===== src/rtl/sbpf_pkg.sv =====
// Shared constants, types and the CRC byte function of the servo-bus packet framer.
`default_nettype none

package sbpf_pkg;

    localparam int unsigned COUNT_W = 11;
    localparam int unsigned STEP_W  = 4;
    localparam int unsigned IN_TDATA_W  = 40;
    localparam int unsigned OUT_TDATA_W = 8;

    localparam logic [COUNT_W-1:0] MAX_PARAMS   = 11'd1024;
    localparam logic [COUNT_W-1:0] LEN_OVERHEAD = 11'd3;
    localparam logic [15:0]        CRC_POLY     = 16'h8005;

    localparam logic [7:0] HDR_SYNC     = 8'hFF;
    localparam logic [7:0] HDR_MARK     = 8'hFD;
    localparam logic [7:0] HDR_RESERVED = 8'h00;

    // Output byte positions within one input item.
    localparam logic [STEP_W-1:0] STEP_FIRST    = 4'd0;
    localparam logic [STEP_W-1:0] STEP_INSTR    = 4'd7;
    localparam logic [STEP_W-1:0] STEP_HDR_CRCL = 4'd8;
    localparam logic [STEP_W-1:0] STEP_HDR_CRCH = 4'd9;
    localparam logic [STEP_W-1:0] STEP_PRM_CRCL = 4'd1;
    localparam logic [STEP_W-1:0] STEP_PRM_CRCH = 4'd2;

    typedef enum logic {
        MODE_START = 1'b0,
        MODE_PARAM = 1'b1
    } mode_t;

    typedef enum logic [2:0] {
        HDR_SYNC0 = 3'd0,
        HDR_SYNC1 = 3'd1,
        HDR_MARKB = 3'd2,
        HDR_RSVD  = 3'd3,
        HDR_ID    = 3'd4,
        HDR_LENL  = 3'd5,
        HDR_LENH  = 3'd6,
        HDR_INSTR = 3'd7
    } hdr_pos_t;

    // One byte of CRC-16, polynomial 0x8005, MSB first, eight shift steps.
    function automatic logic [15:0] crc_byte(input logic [15:0] crc, input logic [7:0] b);
        logic [15:0] c;
        c = crc ^ {b, 8'h00};
        for (int k = 0; k < 8; k++) begin
            if (c[15]) begin
                c = {c[14:0], 1'b0} ^ CRC_POLY;
            end else begin
                c = {c[14:0], 1'b0};
            end
        end
        return c;
    endfunction

endpackage

`default_nettype wire


===== src/rtl/servo_bus_packet_framer.sv =====
// Servo-bus instruction packet framer: input item register, byte sequencer and output register.
//
// Input stream (s_*): s_tuser selects the item kind, 0 opens a packet with device_id,
// instruction_code and param_count, 1 carries one parameter byte. Output stream (m_*):
// one packet byte per transfer, m_tlast on the final byte caused by an input item,
// m_tuser flags the CRC high byte that closes a packet and out-of-order items.
// A start item yields the header FF FF FD 00, id, length low/high and instruction,
// plus the two CRC bytes when the count is zero. A parameter item yields its byte,
// plus the two CRC bytes when it is the last one expected. A parameter with no
// packet open yields a single zero byte with the error flag.
// The input item is registered, and its bytes reach m_* through the output register.
// Throughput: one output byte per cycle while the receiver is ready; an item holds the
// sequencer until its output bytes (1 to 10) are out, and the next item is accepted in the
// cycle its last byte moves to the output register, so parameter items stream at one per
// cycle while unstalled. The CRC of each byte is formed in one pass of an 8-step shift chain.
// Reset (aresetn low, synchronous) closes any packet and empties both registers.
// When the receiver stalls the output register holds its byte; the sequencer stops,
// and one further input item may still be taken into the input register.
`default_nettype none

module servo_bus_packet_framer (
    input  wire logic        aclk,
    input  wire logic        aresetn,
    input  wire logic        s_tvalid,
    output logic             s_tready,
    // [7:0] device_id, [15:8] instruction_code, [26:16] param_count,
    // [34:27] param_byte, [39:35] zero
    input  wire logic [sbpf_pkg::IN_TDATA_W-1:0] s_tdata,
    // [0] mode
    input  wire logic        s_tuser,
    output logic             m_tvalid,
    input  wire logic        m_tready,
    // [7:0] tx_byte
    output logic [sbpf_pkg::OUT_TDATA_W-1:0] m_tdata,
    output logic             m_tlast,
    // [0] packet_end, [1] protocol_error
    output logic [1:0]       m_tuser
);

    // Input item register.
    logic                          item_valid_reg;
    sbpf_pkg::mode_t               item_mode_reg;
    logic [7:0]                    item_id_reg;
    logic [7:0]                    item_instr_reg;
    logic [sbpf_pkg::COUNT_W-1:0]  item_count_reg;
    logic [7:0]                    item_param_reg;

    // Sequencer and packet state.
    logic [sbpf_pkg::STEP_W-1:0]   step_reg;
    logic                          packet_open_reg;
    logic [sbpf_pkg::COUNT_W-1:0]  remaining_reg;
    logic [15:0]                   crc_reg;

    // Output register.
    logic                          m_tvalid_reg;
    logic [7:0]                    m_tdata_reg;
    logic                          m_tlast_reg;
    logic [1:0]                    m_tuser_reg;

    logic                          s_accept;
    logic                          out_load;
    logic [sbpf_pkg::COUNT_W-1:0]  sat_count;
    logic [sbpf_pkg::COUNT_W-1:0]  pkt_len;
    logic [sbpf_pkg::COUNT_W-1:0]  remaining_dec;
    logic                          orphan;
    logic                          is_data;
    logic                          is_crc_hi;
    logic                          open_now;
    logic [7:0]                    byte_val;
    logic                          byte_last;
    logic                          byte_end;
    logic                          byte_err;
    logic [15:0]                   crc_base;
    logic [15:0]                   crc_upd;

    assign sat_count = (item_count_reg > sbpf_pkg::MAX_PARAMS) ? sbpf_pkg::MAX_PARAMS
                                                               : item_count_reg;
    assign pkt_len       = sat_count + sbpf_pkg::LEN_OVERHEAD;
    assign remaining_dec = (remaining_reg != '0) ? remaining_reg - 1'b1 : remaining_reg;
    assign orphan        = (item_mode_reg == sbpf_pkg::MODE_PARAM) && !packet_open_reg;
    assign open_now      = (item_mode_reg == sbpf_pkg::MODE_START)
                           && (step_reg == sbpf_pkg::STEP_INSTR);

    // Byte selection for the current sequencer step.
    always_comb begin
        byte_val  = 8'h00;
        is_data   = 1'b0;
        is_crc_hi = 1'b0;
        byte_last = 1'b0;
        byte_err  = 1'b0;
        if (item_mode_reg == sbpf_pkg::MODE_START) begin
            if (step_reg == sbpf_pkg::STEP_HDR_CRCL) begin
                byte_val = crc_reg[7:0];
            end else if (step_reg == sbpf_pkg::STEP_HDR_CRCH) begin
                byte_val  = crc_reg[15:8];
                is_crc_hi = 1'b1;
                byte_last = 1'b1;
            end else begin
                is_data = 1'b1;
                unique case (sbpf_pkg::hdr_pos_t'(step_reg[2:0]))
                    sbpf_pkg::HDR_SYNC0: byte_val = sbpf_pkg::HDR_SYNC;
                    sbpf_pkg::HDR_SYNC1: byte_val = sbpf_pkg::HDR_SYNC;
                    sbpf_pkg::HDR_MARKB: byte_val = sbpf_pkg::HDR_MARK;
                    sbpf_pkg::HDR_RSVD:  byte_val = sbpf_pkg::HDR_RESERVED;
                    sbpf_pkg::HDR_ID:    byte_val = item_id_reg;
                    sbpf_pkg::HDR_LENL:  byte_val = pkt_len[7:0];
                    sbpf_pkg::HDR_LENH:  byte_val = {{(16-sbpf_pkg::COUNT_W){1'b0}},
                                                     pkt_len[sbpf_pkg::COUNT_W-1:8]};
                    sbpf_pkg::HDR_INSTR: byte_val = item_instr_reg;
                    default:             byte_val = 8'h00;
                endcase
                // A restart while a packet is open is flagged on the first header byte.
                byte_err  = (step_reg == sbpf_pkg::STEP_FIRST) && packet_open_reg;
                byte_last = (step_reg == sbpf_pkg::STEP_INSTR) && (sat_count != '0);
            end
        end else if (orphan) begin
            byte_err  = 1'b1;
            byte_last = 1'b1;
        end else begin
            if (step_reg == sbpf_pkg::STEP_PRM_CRCL) begin
                byte_val = crc_reg[7:0];
            end else if (step_reg == sbpf_pkg::STEP_PRM_CRCH) begin
                byte_val  = crc_reg[15:8];
                is_crc_hi = 1'b1;
                byte_last = 1'b1;
            end else begin
                byte_val  = item_param_reg;
                is_data   = 1'b1;
                byte_last = (remaining_dec != '0);
            end
        end
        byte_end = is_crc_hi;
    end

    assign crc_base = ((item_mode_reg == sbpf_pkg::MODE_START)
                       && (step_reg == sbpf_pkg::STEP_FIRST)) ? 16'h0000 : crc_reg;
    assign crc_upd  = sbpf_pkg::crc_byte(crc_base, byte_val);

    assign out_load = item_valid_reg && (!m_tvalid_reg || m_tready);
    assign s_tready = !item_valid_reg || (out_load && byte_last);
    assign s_accept = s_tvalid && s_tready;

    always_ff @(posedge aclk) begin
        if (!aresetn) begin
            item_valid_reg  <= 1'b0;
            step_reg        <= '0;
            packet_open_reg <= 1'b0;
            remaining_reg   <= '0;
            crc_reg         <= '0;
            m_tvalid_reg    <= 1'b0;
        end else begin
            if (s_accept) begin
                item_valid_reg <= 1'b1;
            end else if (out_load && byte_last) begin
                item_valid_reg <= 1'b0;
            end

            if (out_load) begin
                step_reg <= byte_last ? '0 : step_reg + 1'b1;
                if (is_data) begin
                    crc_reg <= crc_upd;
                end
                if (open_now) begin
                    packet_open_reg <= 1'b1;
                    remaining_reg   <= sat_count;
                end else if (is_data && (item_mode_reg == sbpf_pkg::MODE_PARAM)) begin
                    remaining_reg <= remaining_dec;
                end
                if (is_crc_hi) begin
                    packet_open_reg <= 1'b0;
                    remaining_reg   <= '0;
                    crc_reg         <= '0;
                end
            end

            if (out_load) begin
                m_tvalid_reg <= 1'b1;
            end else if (m_tready) begin
                m_tvalid_reg <= 1'b0;
            end
        end
    end

    // Payload registers carry no reset.
    always_ff @(posedge aclk) begin
        if (s_accept) begin
            item_mode_reg  <= sbpf_pkg::mode_t'(s_tuser);
            item_id_reg    <= s_tdata[7:0];
            item_instr_reg <= s_tdata[15:8];
            item_count_reg <= s_tdata[26:16];
            item_param_reg <= s_tdata[34:27];
        end
        if (out_load) begin
            m_tdata_reg <= byte_val;
            m_tlast_reg <= byte_last;
            m_tuser_reg <= {byte_err, byte_end};
        end
    end

    assign m_tvalid = m_tvalid_reg;
    assign m_tdata  = m_tdata_reg;
    assign m_tlast  = m_tlast_reg;
    assign m_tuser  = m_tuser_reg;

`ifndef ASSERT_OFF
    a_step_range: assert property (@(posedge aclk) disable iff (!aresetn)
        item_valid_reg |-> (step_reg <= sbpf_pkg::STEP_HDR_CRCH))
        else $error("sequencer step out of range");

    a_end_is_last: assert property (@(posedge aclk) disable iff (!aresetn)
        (m_tvalid && m_tuser[0]) |-> m_tlast)
        else $error("packet end without last of run");

    a_err_not_end: assert property (@(posedge aclk) disable iff (!aresetn)
        (m_tvalid && m_tuser[1]) |-> !m_tuser[0])
        else $error("error flag on a closing CRC byte");

    a_open_expects: assert property (@(posedge aclk) disable iff (!aresetn)
        (packet_open_reg && !item_valid_reg) |-> (remaining_reg != '0))
        else $error("open packet expects no parameters");
`endif

endmodule

`default_nettype wire

===== config.mk =====
export PLATFORM = sky130hd
export DESIGN_NAME = servo_bus_packet_framer
export DESIGN_NICKNAME = d
export VERILOG_FILES = /design/src/rtl/sbpf_pkg.sv /design/src/rtl/servo_bus_packet_framer.sv
export SDC_FILE = /design/constraint.sdc
export NUM_CORES = 1
export LEC_CHECK = 0
export ABC_CLOCK_PERIOD_IN_PS = 10020
export CAP_MARGIN = 20
export CORE_MARGIN = 2
export CORE_UTILIZATION = 65
export CTS_CLUSTER_SIZE = 40
export DETAILED_ROUTE_END_ITERATION = 10
export DONT_BUFFER_PORTS = 1
export PLACE_DENSITY_LB_ADDON = 0.12
export SLEW_MARGIN = 40
export SYNTH_ARGS = -nofsm -noshare
export SYNTH_HDL_FRONTEND = slang
export SYNTH_SLANG_ARGS = --single-unit

===== constraint.sdc =====
create_clock -name aclk -period 10.02 [get_ports aclk]
set_input_delay 0 -clock aclk [delete_from_list [all_inputs] [get_ports aclk]]
set_output_delay 0 -clock aclk [all_outputs]
set_load 0.005 [all_outputs]

==> reports/metrics.yaml, run 1 <==
status: "complete, no violations"
fp.coreArea_mm2: 0.00683
max_freq_mhz: 262
hold_violations: 0
firstDrtPassIters: 5
die-area_mm2: 0.00781
syn_inst: 468
rr_startpoint: "remaining_reg[0]$_SDFFE_PN0P_"
synthTopCellsByArea: "edfxtp_1 31%, dfxtp_1 15%, xnor2_1 4.4%"
period_share_pct: 38.2
worstMarginPinSlew_ns: 0.755
cts.htree.levels: 3
crit_buf_inv: 2
synth_most_common_cell: "edfxtp_1"
drc_errors: 0
met3_usage_pct: 4.29
die_x_um: 88.4
synth.largest_area_cell: "edfxtp_1"
cp_slowest_stage_delay_ns: 0.53
min_period_ns: 3.82
syn_nets: 520
viasPerCell: 6.56
synth_edf_count: 47
synth_top_area_share_pct: 30.5
synth_commonest_cells: "47 x edfxtp_1, 42 x nand2_1, 34 x dfxtp_1"
clk_path_buf_depth: 2
place_congestion: 0.930
diodes: 0
grt_max_degree: 36
rows: 30
grtUsageTotal_pct: 31.1
drt_iter0_markers: 428
area_growth_pct: 13.6
met1_usage_pct: 45.1
leakage_uw: 0.00181
synth_seq_cells: 81
crit_family: "simple AND/OR/NAND/NOR gates"
cts_made_buffers: 9
drive_gt1_share_pct: 8.12
hold_path_end: "item_instr_reg[3]$_DFFE_PP_"
grt_pass1_wl_um: 18300
grt_setup_unrepaired: "no"
cts.sinks: 81
grt_busiest_layer: "met2"
min_from: "s_tvalid"
yosysSeqAreaShare_pct: 45.2
syn_area_mm2: 0.00463
finalSetupViolations: 0
crit_path_cell_trace: "inv_1 -> ha_1 -> nor3b_1 -> nand3_1 -> xnor2_1 -> or4_1 -> o31ai_1 -> a31oi_1 -> a21oi_1 -> nor2b_4 -> buf_16"
dieHeight_um: 88.4
ant_nets: 0
end_kind: "flop"
antenna_found_initial: 0
hold_depth: 1
dp_hpwl_um: 7490
ys_types: 70
reg2regPathDepth: 11
start_util_pct: 67.7
yosysWarnings: 0
fin_skew_ns: 0.0158
critPathKind: "reg2reg"
nets: 552
setup_tns_ns: 0
ir_drop_mv: 0.107
drt-total-wl_um: 11700
cts_tree: "done"
io_pins: 58
grt_overflow: 0
clkLatencyLatePin_ns: 0.37
dp_cells: 546
syn_avg_cell_area_um2: 9.89
max-cap-violations: 0
cp_max_fo: 23
required_ns: 10.15
dr_total_vias: 3942
min_path_type: "in2reg"
power-per-cell-area_mw_per_mm2: 135
use_met2_pct: 47.9
ff2ff_setup_slack_ns: 6.20
wire_per_inst_um: 19.4
clk_pin_slew_ns: 0.09
worstSetupStartpointType: "flop"
synthArstFlopShare_pct: 0
critPathSlowestCell: "or4_1"
synth_top_flop_cell: "edfxtp_1"
worstPathArrival_ns: 3.95
largest_reg_flops: 16
io_buffers: 0
cts_setup_buffers: 0
grt_pass1_vias: 3557
num-fill-cells: 481
finalMaxSlewViolations: 0
final_cells: 601
cts_root_buf: "clkbuf_8"
worstReg2RegEnd: "item_count_reg[3]$_DFFE_PP_"
relSlewSlack_pct: 49.6
## placed cells by master (no fill, tap or decap), types with 5 or more instances in the layout
cell / instances
a31oi_1: 5
nor3_1: 18
o31ai_1: 5
nor2_1: 22
xnor2_1: 23
dfxtp_1: 34
ha_1: 7
a221oi_1: 5
nand2_1: 42
nand2b_1: 12
clkbuf_8: 9
nand3_1: 21
a21boi_0: 8
dlygate4sd3_1: 38
a21oi_1: 17
o21ai_0: 21
nor2b_1: 26
xor2_1: 10
a22oi_1: 25
and2_1: 5
inv_1: 12
o22ai_1: 6
edfxtp_1: 47
## stage by stage
step                      power (uW)  hold slack (ns)  utilization, %  instance area (um^2)  worst slack, ns
after detailed placement         477           0.0989            68.7                  4690             6.26
after global routing             734           0.0161            76.9                  5260             5.91
after CTS                        702           0.0114            77.0                  5260             6.24
after floorplan                  458           0.0989               -                  4630             5.87
final                            709           0.0175            76.9                  5260             6.20
after global placement           473           0.0989            68.3                  4660             6.26
## logic make-up after synthesis
family / count (synthesis) / synth area share (%)
and+or+nand+nor: 178 / 21.0
AOI/OAI and AO/OA: 127 / 19.8
DFF: 81 / 45.2
xor gates and xnor gates: 37 / 8.06
buffers and inverters: 36 / 3.60
adders and majority gates: 7 / 1.89
muxes: 2 / 0.433
## worst reg2reg max path: stages (launching register included)
cell	delay, ns
dfxtp_1	0.34
inv_1	0.11
ha_1	0.27
nor3b_1	0.39
nand3_1	0.38
xnor2_1	0.22
or4_1	0.53
o31ai_1	0.25
a31oi_1	0.24
a21oi_1	0.43
nor2b_4	0.19
buf_16	0.23
## timing repair
action | 4_1_cts | 5_1_grt
gates resized for setup | 0 | 0
endpoints found under the hold margin | 70 | 0
hold buffers | 39 | 0
## layer usage
layer,up-vias,wire (um)
met3,44,888
met1,1858,5110
met4,0,384
met5,-,0
li1,1801,-
met2,239,5290
## how the worst max path moves through the flow
stage / startpoint / to / slack (ns) / depth (start not counted)
floorplan: remaining_reg[0]$_SDFFE_PN0P_ / item_count_reg[0]$_DFFE_PP_ / 5.87 / 10
finish: remaining_reg[0]$_SDFFE_PN0P_ / item_count_reg[3]$_DFFE_PP_ / 6.20 / 11
global placement: remaining_reg[0]$_SDFFE_PN0P_ / item_count_reg[7]$_DFFE_PP_ / 6.26 / 10
CTS: remaining_reg[0]$_SDFFE_PN0P_ / item_instr_reg[7]$_DFFE_PP_ / 6.24 / 11
global route: remaining_reg[0]$_SDFFE_PN0P_ / item_instr_reg[7]$_DFFE_PP_ / 5.91 / 11
detailed placement: remaining_reg[0]$_SDFFE_PN0P_ / item_count_reg[5]$_DFFE_PP_ / 6.26 / 11
## report_power, final
group | internal (uW) | switching, uW | total [uW]
clock | 91.2 | 130 | 221
combinational | 49.0 | 52.0 | 101
sequential | 371 | 15.8 | 387
## final cells by class
cell class | count | area (um^2) | share of cell area [%]
Clock inverter | 7 | 52.6 | 1.00
Sequential cell | 81 | 2090 | 39.8
Tap cell | 96 | 120 | 2.29
Multi-Input combinational cell | 351 | 2380 | 45.3
Inverter | 14 | 52.6 | 1.00
Timing Repair Buffer | 43 | 435 | 8.29
Clock buffer | 9 | 124 | 2.36
Power figures use the tool's default switching activity.
==> inputs of run 2 (changes only) <==
--- a/config.mk
+++ b/config.mk
@@ -5,10 +5,10 @@
 export SDC_FILE = /design/constraint.sdc
 export NUM_CORES = 1
 export LEC_CHECK = 0
-export ABC_CLOCK_PERIOD_IN_PS = 10020
+export ABC_CLOCK_PERIOD_IN_PS = 3800
 export CAP_MARGIN = 20
 export CORE_MARGIN = 2
-export CORE_UTILIZATION = 65
+export CORE_UTILIZATION = 64
 export CTS_CLUSTER_SIZE = 40
 export DETAILED_ROUTE_END_ITERATION = 10
 export DONT_BUFFER_PORTS = 1
==> constraint.sdc (replaced) <==
create_clock -name aclk -period 3.8 [get_ports aclk]
set_input_delay 0 -clock aclk [delete_from_list [all_inputs] [get_ports aclk]]
set_output_delay 0 -clock aclk [all_outputs]
set_load 0.005 [all_outputs]
==> run 2 against run 1 <==
  * Combinational power grew to 2.8 times the previous value
  * Clock power rose to 2.8 times the previous value
  * Final area up 2.1%
  * Clock-buffer cell count stayed put
  * Via count is 2.1% higher
  * Sequential cell count stayed put
  * Global-route usage is 2.2 points higher
  * Setup slack got worse by 5.9 ns
  * Cell count rose by 2.3%
  * Maximum frequency rose by 7.6%
  * Core utilization up 0.76 points
==> reports/metrics.yaml, run 2 (synthesized netlist as in run 1, its figures left out) <==
status: "complete, no violations"
min_period_ns: 3.55
dieHeight_um: 89.0
nets: 566
cts_tree: "done"
fp.coreArea_mm2: 0.00691
cts_root_buf: "clkbuf_8"
cp_max_fo: 9
max_freq_mhz: 281
drc_errors: 0
finalMaxSlewViolations: 0
largest_reg_flops: 16
num-fill-cells: 471
io_buffers: 0
min_path_type: "in2reg"
period_share_pct: 93.5
place_congestion: 0.935
drive_gt1_share_pct: 10.6
worstSetupStartpointType: "flop"
wire_per_inst_um: 20.2
cts_made_buffers: 9
drt-total-wl_um: 12400
start_util_pct: 67.0
grt_pass1_wl_um: 19900
final_cell_mix: "47 x edfxtp_1, 42 x nand2_1, 38 x dlygate4sd3_1, 34 x dfxtp_1, 26 x nor2b_1"
rows: 30
leakage_uw: 0.00189
relSlewSlack_pct: 56.6
ff2ff_setup_slack_ns: 0.25
grt_max_degree: 36
hold_violations: 0
end_kind: "flop"
max-cap-violations: 0
diodes: 0
area_growth_pct: 16.0
ir_drop_mv: 0.396
grt_setup_unrepaired: "no"
viasPerCell: 6.55
worstMarginPinSlew_ns: 0.646
critPathKind: "reg2reg"
die-area_mm2: 0.00793
clkLatencyLatePin_ns: 0.37
clk_pin_slew_ns: 0.10
finalSetupViolations: 0
clk_path_buf_depth: 2
fin_skew_ns: 0.0200
dp_hpwl_um: 8000
cts_setup_buffers: 0
antenna_found_initial: 0
drt_iter0_markers: 489
grtUsageTotal_pct: 33.4
grt_pass1_vias: 3857
io_pins: 58
fin_total_pwr_uw: 1910
grt_overflow: 0
required_ns: 4.05
ant_nets: 0
dr_total_vias: 4026
cts.htree.levels: 3
layout_commonest_cell: "edfxtp_1"
cts.sinks: 81
die_x_um: 89.0
power-per-cell-area_mw_per_mm2: 356
firstDrtPassIters: 5
setup_tns_ns: 0
worstPathArrival_ns: 3.80
run 2: per-layer routing:
metal	up-vias	wire length [um]	GRT usage (%)
met5	-	0	0
met2	266	5740	53.3
met3	38	1220	8.22
met1	1892	5070	45.4
li1	1830	-	-
met4	0	388	10.0
run 2: path summary, 6_finish.rpt:
check | startpoint | cells after the start | endpoint
max | item_count_reg[10]$_DFFE_PP_ | 11 | crc_reg[0]$_SDFFE_PN0P_
min | s_tvalid | 1 | item_id_reg[2]$_DFFE_PP_
max reg2reg | item_count_reg[10]$_DFFE_PP_ | 11 | crc_reg[0]$_SDFFE_PN0P_
min reg2reg | item_valid_reg$_SDFFE_PN0P_ | 2 | m_tvalid$_SDFFE_PN0P_
run 2: cell type report:
cell class / instances / area (um^2) / share of cell area (%)
timing repair buffer: 57 / 541 / 10.1
clock buffer: 9 / 124 / 2.31
multi-input combinational: 351 / 2380 / 44.3
clock inverter: 7 / 60.1 / 1.12
sequential: 81 / 2090 / 39.0
tap: 96 / 120 / 2.24
inverter: 14 / 52.6 / 0.979
run 2: repair_timing:
action / CTS / global route
hold buffers: 39 / 0
hold endpoints to repair: 70 / 0
gates resized for setup: 0 / 0
run 2: per-stage QoR:
stage | utilization, % | cell area (um^2) | cells | hold slack (ns) | worst slack [ns]
after floorplan | - | 4630 | 468 | 0.0989 | 0.322
after global placement | 69.0 | 4770 | 559 | 0.0989 | 0.399
after detailed placement | 69.4 | 4800 | 560 | 0.0989 | 0.307
after CTS | 77.8 | 5370 | 615 | 0.00680 | 0.274
after global routing | 77.7 | 5370 | 615 | 0.00877 | 0.0514
final | 77.7 | 5370 | 615 | 0.0195 | 0.248
run 2: critical path, stage by stage (launching register included):
cell	delay [ns]
edfxtp_1	0.54
clkinv_1	0.22
nand2_1	0.13
ha_1	0.30
or4_1	0.54
nand4_1	0.16
o2bb2ai_2	0.20
xnor3_1	0.50
xnor2_1	0.28
xnor3_1	0.32
xnor2_1	0.17
o21ai_1	0.08
run 2: report_power, final:
part	switching (uW)	internal, uW
Clock	357	251
Sequential	39.9	978
Combinational	146	136
